## config.mk

```make
export PLATFORM = sky130hd
export DESIGN_NAME = fixed_record_sync_scanner
export DESIGN_NICKNAME = d
export VERILOG_FILES = /design/src/rtl/core/frss_pkg.sv /design/src/rtl/core/fixed_record_sync_scanner.sv /design/src/rtl/core/frss_check.sv
export SDC_FILE = /design/constraint.sdc
export NUM_CORES = 1
export LEC_CHECK = 0
export ABC_AREA = 1
export BUFFER_PORTS_ARGS = -buffer_cell sky130_fd_sc_hd__buf_2
export CAP_MARGIN = 10
export CORE_MARGIN = 2
export CORE_UTILIZATION = 30
export DETAILED_ROUTE_END_ITERATION = 12
export PLACE_DENSITY_LB_ADDON = 0.3
export SLEW_MARGIN = 10
export SYNTH_ARGS = -nofsm -noshare
export SYNTH_HDL_FRONTEND = slang
export SYNTH_SLANG_ARGS = --single-unit
export TNS_END_PERCENT = 30
```

## constraint.sdc

```tcl
create_clock -name clk_i -period 59.3 [get_ports clk_i]
set_clock_uncertainty 0.2 [all_clocks]
set_input_delay 11.86 -clock clk_i [delete_from_list [all_inputs] [get_ports clk_i]]
set_output_delay 11.86 -clock clk_i [all_outputs]
set_load 0.02 [all_outputs]
```

## src/rtl/core/frss_pkg.sv

```systemverilog
// ----------------------------------------------------------------------------
// frss_pkg - shared definitions for the fixed record sync scanner
// Default geometry of the record, register map and reset values.
// ----------------------------------------------------------------------------
package frss_pkg;

  // Record geometry defaults
  localparam int unsigned RECORD_LEN_DEF         = 200;
  localparam int unsigned SIGNATURE_OFFSET_DEF   = 44;
  localparam int unsigned EVENT_TIME_OFFSET_DEF  = 16;
  localparam int unsigned ACCEPT_TIME_OFFSET_DEF = 22;

  // Field widths
  localparam int unsigned BYTE_W  = 8;
  localparam int unsigned POS_W   = 32;
  localparam int unsigned STAMP_W = 48;

  // Register map: one 32-bit register per word, index in paddr[2]
  localparam int unsigned PADDR_W = 3;
  localparam int unsigned PDATA_W = 32;
  localparam logic        REG_SIGNATURE = 1'b0;

  localparam logic [BYTE_W-1:0] SIGNATURE_RESET = 8'h05;

endpackage

```

## src/rtl/core/fixed_record_sync_scanner.sv

```systemverilog
// ----------------------------------------------------------------------------
// fixed_record_sync_scanner - byte stream scanner for fixed-length records
// Finds records by signature byte and two valid timestamps, reports offsets.
// ----------------------------------------------------------------------------
// The block takes one file byte per cycle on the input stream and keeps the
// last RecordLen bytes in a shift line. Each byte that completes a full window
// is tested once it is in the shift line: the byte at SignatureOffset must equal
// the signature register, and both six-byte swapped-BCD timestamps must decode
// to a valid date and time. A passing record gives one transfer on the output
// stream from the result register, carrying its 0-based start offset and both
// raw timestamps; the next RecordLen - 1 start positions are then skipped. A
// byte marked tlast ends the file: the fill count, skip count and byte count
// restart for the next file, and a record cut short by the end of a file is
// never reported. Throughput is one byte per cycle; the input is held off only
// while a tested byte waits behind an output transfer that the sink is not
// taking, since the single result register is the only buffer.
// Write the signature register only while no transfer is in flight.
// ----------------------------------------------------------------------------
module fixed_record_sync_scanner import frss_pkg::*; #(
  parameter int unsigned RecordLen        = RECORD_LEN_DEF,
  parameter int unsigned SignatureOffset  = SIGNATURE_OFFSET_DEF,
  parameter int unsigned EventTimeOffset  = EVENT_TIME_OFFSET_DEF,
  parameter int unsigned AcceptTimeOffset = ACCEPT_TIME_OFFSET_DEF
) (
  input  logic                         clk_i,
  input  logic                         rst_ni,
  // Input stream
  input  logic                         s_axis_tvalid_i,
  output logic                         s_axis_tready_o,
  input  logic [BYTE_W-1:0]            s_axis_tdata_i,   // [7:0] data_byte
  input  logic                         s_axis_tlast_i,   // last_of_file
  // Result stream
  output logic                         m_axis_tvalid_o,
  input  logic                         m_axis_tready_i,
  output logic [POS_W+2*STAMP_W-1:0]   m_axis_tdata_o,   // [31:0] record_position,
                                                         // [79:32] event_time_tbcd,
                                                         // [127:80] accept_time_tbcd
  // Configuration
  input  logic                         psel,
  input  logic                         penable,
  input  logic                         pwrite,
  input  logic [PADDR_W-1:0]           paddr,
  input  logic [PDATA_W-1:0]           pwdata,
  output logic [PDATA_W-1:0]           prdata,
  output logic                         pready
);

  localparam int unsigned CntW = $clog2(RecordLen + 1);
  localparam logic [CntW-1:0]  LenCnt  = CntW'(RecordLen);
  localparam logic [CntW-1:0]  SkipMax = CntW'(RecordLen - 1);
  localparam logic [POS_W-1:0] LenPos  = POS_W'(RecordLen);

  // --------------------------------------------------------------------------
  // Configuration register
  // --------------------------------------------------------------------------
  logic [BYTE_W-1:0] sig_q;

  assign pready = 1'b1;
  assign prdata = (paddr[2] == REG_SIGNATURE) ? PDATA_W'(sig_q) : '0;

  always_ff @(posedge clk_i or negedge rst_ni) begin
    if (!rst_ni) begin
      sig_q <= SIGNATURE_RESET;
    end else if (psel && penable && pwrite && pready && (paddr[2] == REG_SIGNATURE)) begin
      sig_q <= pwdata[BYTE_W-1:0];
    end
  end

  // --------------------------------------------------------------------------
  // Handshake and stage control
  // --------------------------------------------------------------------------
  logic chk_q, chk_d;          // a tested byte sits in the window
  logic out_vld_q, out_vld_d;
  logic chk_go, in_xfer, result_load;
  logic chk_full_q, chk_last_q;
  logic [POS_W-1:0] chk_pos_q;
  logic pass;

  // Hold the tested byte while the result register is full and not draining
  assign chk_go          = chk_q && !(out_vld_q && !m_axis_tready_i);
  assign s_axis_tready_o = !chk_q || chk_go;
  assign in_xfer         = s_axis_tvalid_i && s_axis_tready_o;

  logic [CntW-1:0] skip_q, skip_d;
  assign result_load = chk_go && chk_full_q && (skip_q == '0) && pass;

  always_comb begin
    chk_d = chk_q;
    if (in_xfer) begin
      chk_d = 1'b1;
    end else if (chk_go) begin
      chk_d = 1'b0;
    end
  end

  always_comb begin
    out_vld_d = out_vld_q;
    if (result_load) begin
      out_vld_d = 1'b1;
    end else if (m_axis_tready_i) begin
      out_vld_d = 1'b0;
    end
  end

  // Advance the skip count once per tested byte; end of file clears it
  always_comb begin
    skip_d = skip_q;
    if (chk_go) begin
      if (chk_last_q) begin
        skip_d = '0;
      end else if (chk_full_q) begin
        if (skip_q != '0) begin
          skip_d = skip_q - CntW'(1);
        end else if (pass) begin
          skip_d = SkipMax;
        end
      end
    end
  end

  // --------------------------------------------------------------------------
  // Byte counters
  // --------------------------------------------------------------------------
  logic [CntW-1:0]  fill_q, fill_d;
  logic [POS_W-1:0] seen_q, seen_d;

  always_comb begin
    fill_d = fill_q;
    seen_d = seen_q;
    if (in_xfer) begin
      if (s_axis_tlast_i) begin
        fill_d = '0;
        seen_d = '0;
      end else begin
        seen_d = seen_q + POS_W'(1);
        if (fill_q < LenCnt) begin
          fill_d = fill_q + CntW'(1);
        end
      end
    end
  end

  always_ff @(posedge clk_i or negedge rst_ni) begin
    if (!rst_ni) begin
      chk_q      <= 1'b0;
      out_vld_q  <= 1'b0;
      skip_q     <= '0;
      fill_q     <= '0;
      seen_q     <= '0;
      chk_full_q <= 1'b0;
      chk_last_q <= 1'b0;
    end else begin
      chk_q     <= chk_d;
      out_vld_q <= out_vld_d;
      skip_q    <= skip_d;
      fill_q    <= fill_d;
      seen_q    <= seen_d;
      if (in_xfer) begin
        chk_full_q <= (fill_q >= SkipMax);
        chk_last_q <= s_axis_tlast_i;
      end
    end
  end

  // --------------------------------------------------------------------------
  // Window shift line: newest byte at the top, record start at tap 0
  // --------------------------------------------------------------------------
  logic [BYTE_W-1:0] win_q [RecordLen];

  always_ff @(posedge clk_i) begin
    if (in_xfer) begin
      for (int k = 0; k < RecordLen - 1; k++) begin
        win_q[k] <= win_q[k+1];
      end
      win_q[RecordLen-1] <= s_axis_tdata_i;
      chk_pos_q          <= seen_q + POS_W'(1) - LenPos;
    end
  end

  // --------------------------------------------------------------------------
  // Record test and result register
  // --------------------------------------------------------------------------
  logic [STAMP_W-1:0] evt_tbcd, acc_tbcd;

  frss_check #(
    .RecordLen        (RecordLen),
    .SignatureOffset  (SignatureOffset),
    .EventTimeOffset  (EventTimeOffset),
    .AcceptTimeOffset (AcceptTimeOffset)
  ) u_check (
    .window_i      (win_q),
    .signature_i   (sig_q),
    .pass_o        (pass),
    .event_tbcd_o  (evt_tbcd),
    .accept_tbcd_o (acc_tbcd)
  );

  logic [POS_W+2*STAMP_W-1:0] out_data_q;

  always_ff @(posedge clk_i) begin
    if (result_load) begin
      out_data_q <= {acc_tbcd, evt_tbcd, chk_pos_q};
    end
  end

  assign m_axis_tvalid_o = out_vld_q;
  assign m_axis_tdata_o  = out_data_q;

endmodule

```

## src/rtl/core/frss_check.sv

```systemverilog
// ----------------------------------------------------------------------------
// frss_check - record test on a full window
// Signature compare, swapped-BCD timestamp range checks and raw stamp pick-up.
// ----------------------------------------------------------------------------
module frss_check import frss_pkg::*; #(
  parameter int unsigned RecordLen        = RECORD_LEN_DEF,
  parameter int unsigned SignatureOffset  = SIGNATURE_OFFSET_DEF,
  parameter int unsigned EventTimeOffset  = EVENT_TIME_OFFSET_DEF,
  parameter int unsigned AcceptTimeOffset = ACCEPT_TIME_OFFSET_DEF
) (
  input  logic [BYTE_W-1:0]  window_i [RecordLen],
  input  logic [BYTE_W-1:0]  signature_i,
  output logic               pass_o,
  output logic [STAMP_W-1:0] event_tbcd_o,
  output logic [STAMP_W-1:0] accept_tbcd_o
);

  localparam int unsigned MaxA   = (SignatureOffset + 1 > RecordLen) ?
                                   SignatureOffset + 1 : RecordLen;
  localparam int unsigned MaxB   = (EventTimeOffset + 6 > MaxA) ? EventTimeOffset + 6 : MaxA;
  localparam int unsigned PadLen = (AcceptTimeOffset + 6 > MaxB) ? AcceptTimeOffset + 6 : MaxB;

  localparam logic [7:0] YearMax   = 8'd99;
  localparam logic [7:0] MonthMax  = 8'd12;
  localparam logic [7:0] DayMax    = 8'd31;
  localparam logic [7:0] HourMax   = 8'd23;
  localparam logic [7:0] MinSecMax = 8'd59;

  // Swapped BCD: low nibble is tens, high nibble is units
  function automatic logic [7:0] bcd_swap(input logic [7:0] b);
    return ({4'b0, b[3:0]} * 8'd10) + {4'b0, b[7:4]};
  endfunction

  function automatic logic stamp_ok(input logic [STAMP_W-1:0] raw);
    logic [7:0] yr, mo, dy, hr, mi, se;
    yr = bcd_swap(raw[47:40]);
    mo = bcd_swap(raw[39:32]);
    dy = bcd_swap(raw[31:24]);
    hr = bcd_swap(raw[23:16]);
    mi = bcd_swap(raw[15:8]);
    se = bcd_swap(raw[7:0]);
    return (yr <= YearMax) && (mo != 8'd0) && (mo <= MonthMax) &&
           (dy != 8'd0) && (dy <= DayMax) && (hr <= HourMax) &&
           (mi <= MinSecMax) && (se <= MinSecMax);
  endfunction

  // Bytes placed past the record read as zero
  logic [BYTE_W-1:0] pad [PadLen];

  for (genvar k = 0; k < PadLen; k++) begin : g_pad
    if (k < RecordLen) begin : g_in
      assign pad[k] = window_i[k];
    end else begin : g_out
      assign pad[k] = '0;
    end
  end

  assign event_tbcd_o  = {pad[EventTimeOffset],     pad[EventTimeOffset + 1],
                          pad[EventTimeOffset + 2], pad[EventTimeOffset + 3],
                          pad[EventTimeOffset + 4], pad[EventTimeOffset + 5]};
  assign accept_tbcd_o = {pad[AcceptTimeOffset],     pad[AcceptTimeOffset + 1],
                          pad[AcceptTimeOffset + 2], pad[AcceptTimeOffset + 3],
                          pad[AcceptTimeOffset + 4], pad[AcceptTimeOffset + 5]};

  assign pass_o = (pad[SignatureOffset] == signature_i) &&
                  stamp_ok(event_tbcd_o) && stamp_ok(accept_tbcd_o);

endmodule
```

==> results.yml <==
sta:
  fin_tns_setup_ns: 0
  fmaxAchievable_mhz: 40.9
  hold_viol_final: 0
  finalSetupViolations: 0
  final_max_slew_viol_count: 0
  max-slew-margin-rel_pct: 27.1
  grt_setup_unrepaired: "no"
  tightest_slew_ns: 1.09
  whs_ns: 0.204
  period_share_pct: 41.2
  finalCriticalPeriod_ns: 24.44
grt:
  antenna_found_initial: 0
  grt_usage_pct: 8.61
  grt_pass1_vias: 22900
  grt_max_degree: 135
  globalRouteOverflowTotal: 0
  grt_pass1_wl_um: 132000
synthesis:
  avgSynthCellArea_um2: 20.3
  ys_seq_area_share_pct: 88.6
  synth_seq_cells: 1692
  yosys.area.top_type: "edfxtp_1"
  yosys-top-cells-count: "edfxtp_1, nand2_1, inv_1, nor2_1, ha_1"
  yosys-top-cells-area: "edfxtp_1, dfrtp_1, nand2_1"
  synth_area_um2: 57000
  synth_top_area_share_pct: 86.0
  syn_inst: 2811
  synth_flop_cell: "edfxtp_1"
  synth_most_common_cell: "edfxtp_1"
  synth.distinct_cells: 51
  yosysWarnings: 0
  async_reset_ff_share_pct: 3.55
  synth_edf_count: 1632
floorplanning:
  dieArea_um2: 194000
  dieWidth_um: 440
  rows: 159
  core_area_um2: 188000
  io-pin-count: 214
  start_util_pct: 30.3
  dieHeight_um: 440
pwr:
  peakVddDrop_uv: 25.5
  powerDensity_nw_per_um2: 38.3
  seq_power_share_pct: 55.3
  p_comb_share_pct: 3.2
  finalPower_w: 0.00255
  switching_power_w: 0.000538
  switching_share_pct: 21.1
  p_clk_share_pct: 41.5
  p_leak_nw: 23.6
  internal_power_w: 0.00201
final_layout:
  multi_input_area_um2: 5730
  antenna_cells: 0
  area_growth_pct: 16.8
  fill_cells: 17600
  final_cells: 5789
  drive_above_1_share_pct: 14.1
  nNetsFinal: 3322
  utilization_pct: 35.4
  regArea_um2: 50500
placement:
  gp_congestion: 0.817
  place_inst: 5481
  dpl.hpwl_um: 46800
  io_buffers: 162
clocking:
  cts-root-buf: "clkbuf_16"
  ctsResizeCount: 0
  path_clk_slew_ns: 0.06
  holdBufCountCts: 0
  numCtsBuffers: 169
  cts_tree: "built"
  ctsHtreeMaxLevel: 4
  cts.sinks: 1692
  postCtsSetupBuffers: 0
  clk_path_buf_depth: 3
  clk_latency_ns: 0.79
critical_path:
  critPathRequiredTime_ns: 47.24
  cpMostUsedCell: "buf_2"
  crit_type: "in2out"
  cp-end-kind: "primary output"
  max_stage_delay_ns: 0.17
  critPathMaxFanout: 3
  cp-start-kind: "input port"
  crit_slowest_cell: "buf_2"
  cp_num_buf_inv: 2
  arrival_ns: 12.38
  path_cells: "buf_2 > nor2_1 > nand2_1 > buf_2"
  cp_top_family: "buffers and inverters"
route:
  drt_pre_antenna_iters: 5
  via_per_inst: 4.09
  dr.first_iter.drc_count: 1847
  drtAntennaViolNets: 0
  drc: 0
  routed_wl_um: 85000
  num_vias: 23700
  routedWlPerCell_um: 14.7
min_path:
  hold_class: "reg2reg"
flow_run:
  max_cap_violations: 0
outcome:
  run_status: "finished, final reports clean"
## layout make-up
type	count	area share [%]
Tap cell	2495	4.69
Timing Repair Buffer	185	1.48
Sequential cell	1692	75.8
Clock buffer	194	6.49
Clock inverter	114	1.93
Inverter	170	0.969
Multi-Input combinational cell	939	8.60
## sequential cells by signal, summed over array words and instances (netlist names), 8 cells and up
register,count
m_axis_tdata_o,128
skip_q,8
fill_q,8
chk_pos_q,32
win_q,1472
seen_q,32
sig_q,8
## final timing paths
path | start | to | slack [ns] | cells past startpoint
min in group asynchronous | rst_ni | seen_q[19]$_DFFE_PN0P_ | 11.12 | 2
hold reg to reg | win_q[876]$_DFFE_PP_ | win_q[884]$_DFFE_PP_ | 0.20 | 0
setup / recovery | m_axis_tready_i | s_axis_tready_o | 34.86 | 4
setup reg to reg | m_axis_tvalid_o$_DFFE_PN0P_ | win_q[24]$_DFFE_PP_ | 52.47 | 11
max in group asynchronous | rst_ni | sig_q[3]$_DFFE_PN0P_ | 47.20 | 2
hold / removal | win_q[876]$_DFFE_PP_ | win_q[884]$_DFFE_PP_ | 0.20 | 0
## cell families (layout without fill, tap and decap cells)
| family | after synthesis | after routing | share of synthesized area, % |
|---|---|---|---|
| adders and majority gates | 114 | 114 | 2.82 |
| other | 2 | 25 | 0.0132 |
| DFF | 1692 | 1692 | 88.6 |
| buffers and inverters | 203 | 663 | 1.50 |
| and+or+nand+nor | 620 | 620 | 4.82 |
| xor gates and xnor gates | 75 | 75 | 1.19 |
| AOI/OAI and AO/OA | 105 | 105 | 1.04 |
## per-layer routing
layer	track usage (%)	wire length [um]	up-vias
li1	-	-	11100
met1	12.7	42700	11900
met2	11.8	35600	470
met3	2.35	4100	186
met4	3.84	2700	0
met5	0	0	-
## layout by cell type, fill, tap and decap left out, types with 8 or more instances in the layout
master      Yosys  layout
o22ai_1        23      23
nand4_1        23      23
bufinv_16       0      16
ha_1           90      90
fa_1           24      24
buf_4          25      23
clkinvlp_4      0       8
edfxtp_1     1632    1632
clkinv_16       0      11
clkinv_2        0      27
xor2_1         46      46
clkinv_1        1      42
clkbuf_16       0     169
a21oi_1        37      37
clkbuf_1        7      25
inv_1         168     168
buf_2           0     162
conb_1          2      25
nor2_1        126     125
o21ai_0        31      31
nand3_1        79      79
dfrtp_1        58      58
nor3_1         15      15
nor4_1          8       8
xnor2_1        26      26
nand2_1       324     324
## per-stage QoR
stage,setup WS [ns],instance area (um^2)
after detailed placement,34.86,61000
final,34.86,66600
after global placement,34.86,61000
after floorplan,3.65,57100
after CTS,34.86,66600
after global routing,34.82,66600
## power by group through the flow
stage | Combinational [W] | Sequential (W) | Clock, W
floorplan | 0.0000639 | 0.00151 | 0
global route | 0.0000951 | 0.00142 | 0.00115
finish | 0.0000821 | 0.00141 | 0.00106
detailed placement | 0.0000836 | 0.00143 | 0
CTS | 0.0000838 | 0.00141 | 0.00110
global placement | 0.0000813 | 0.00143 | 0
Note: power is estimated with default switching activity, not from simulation.
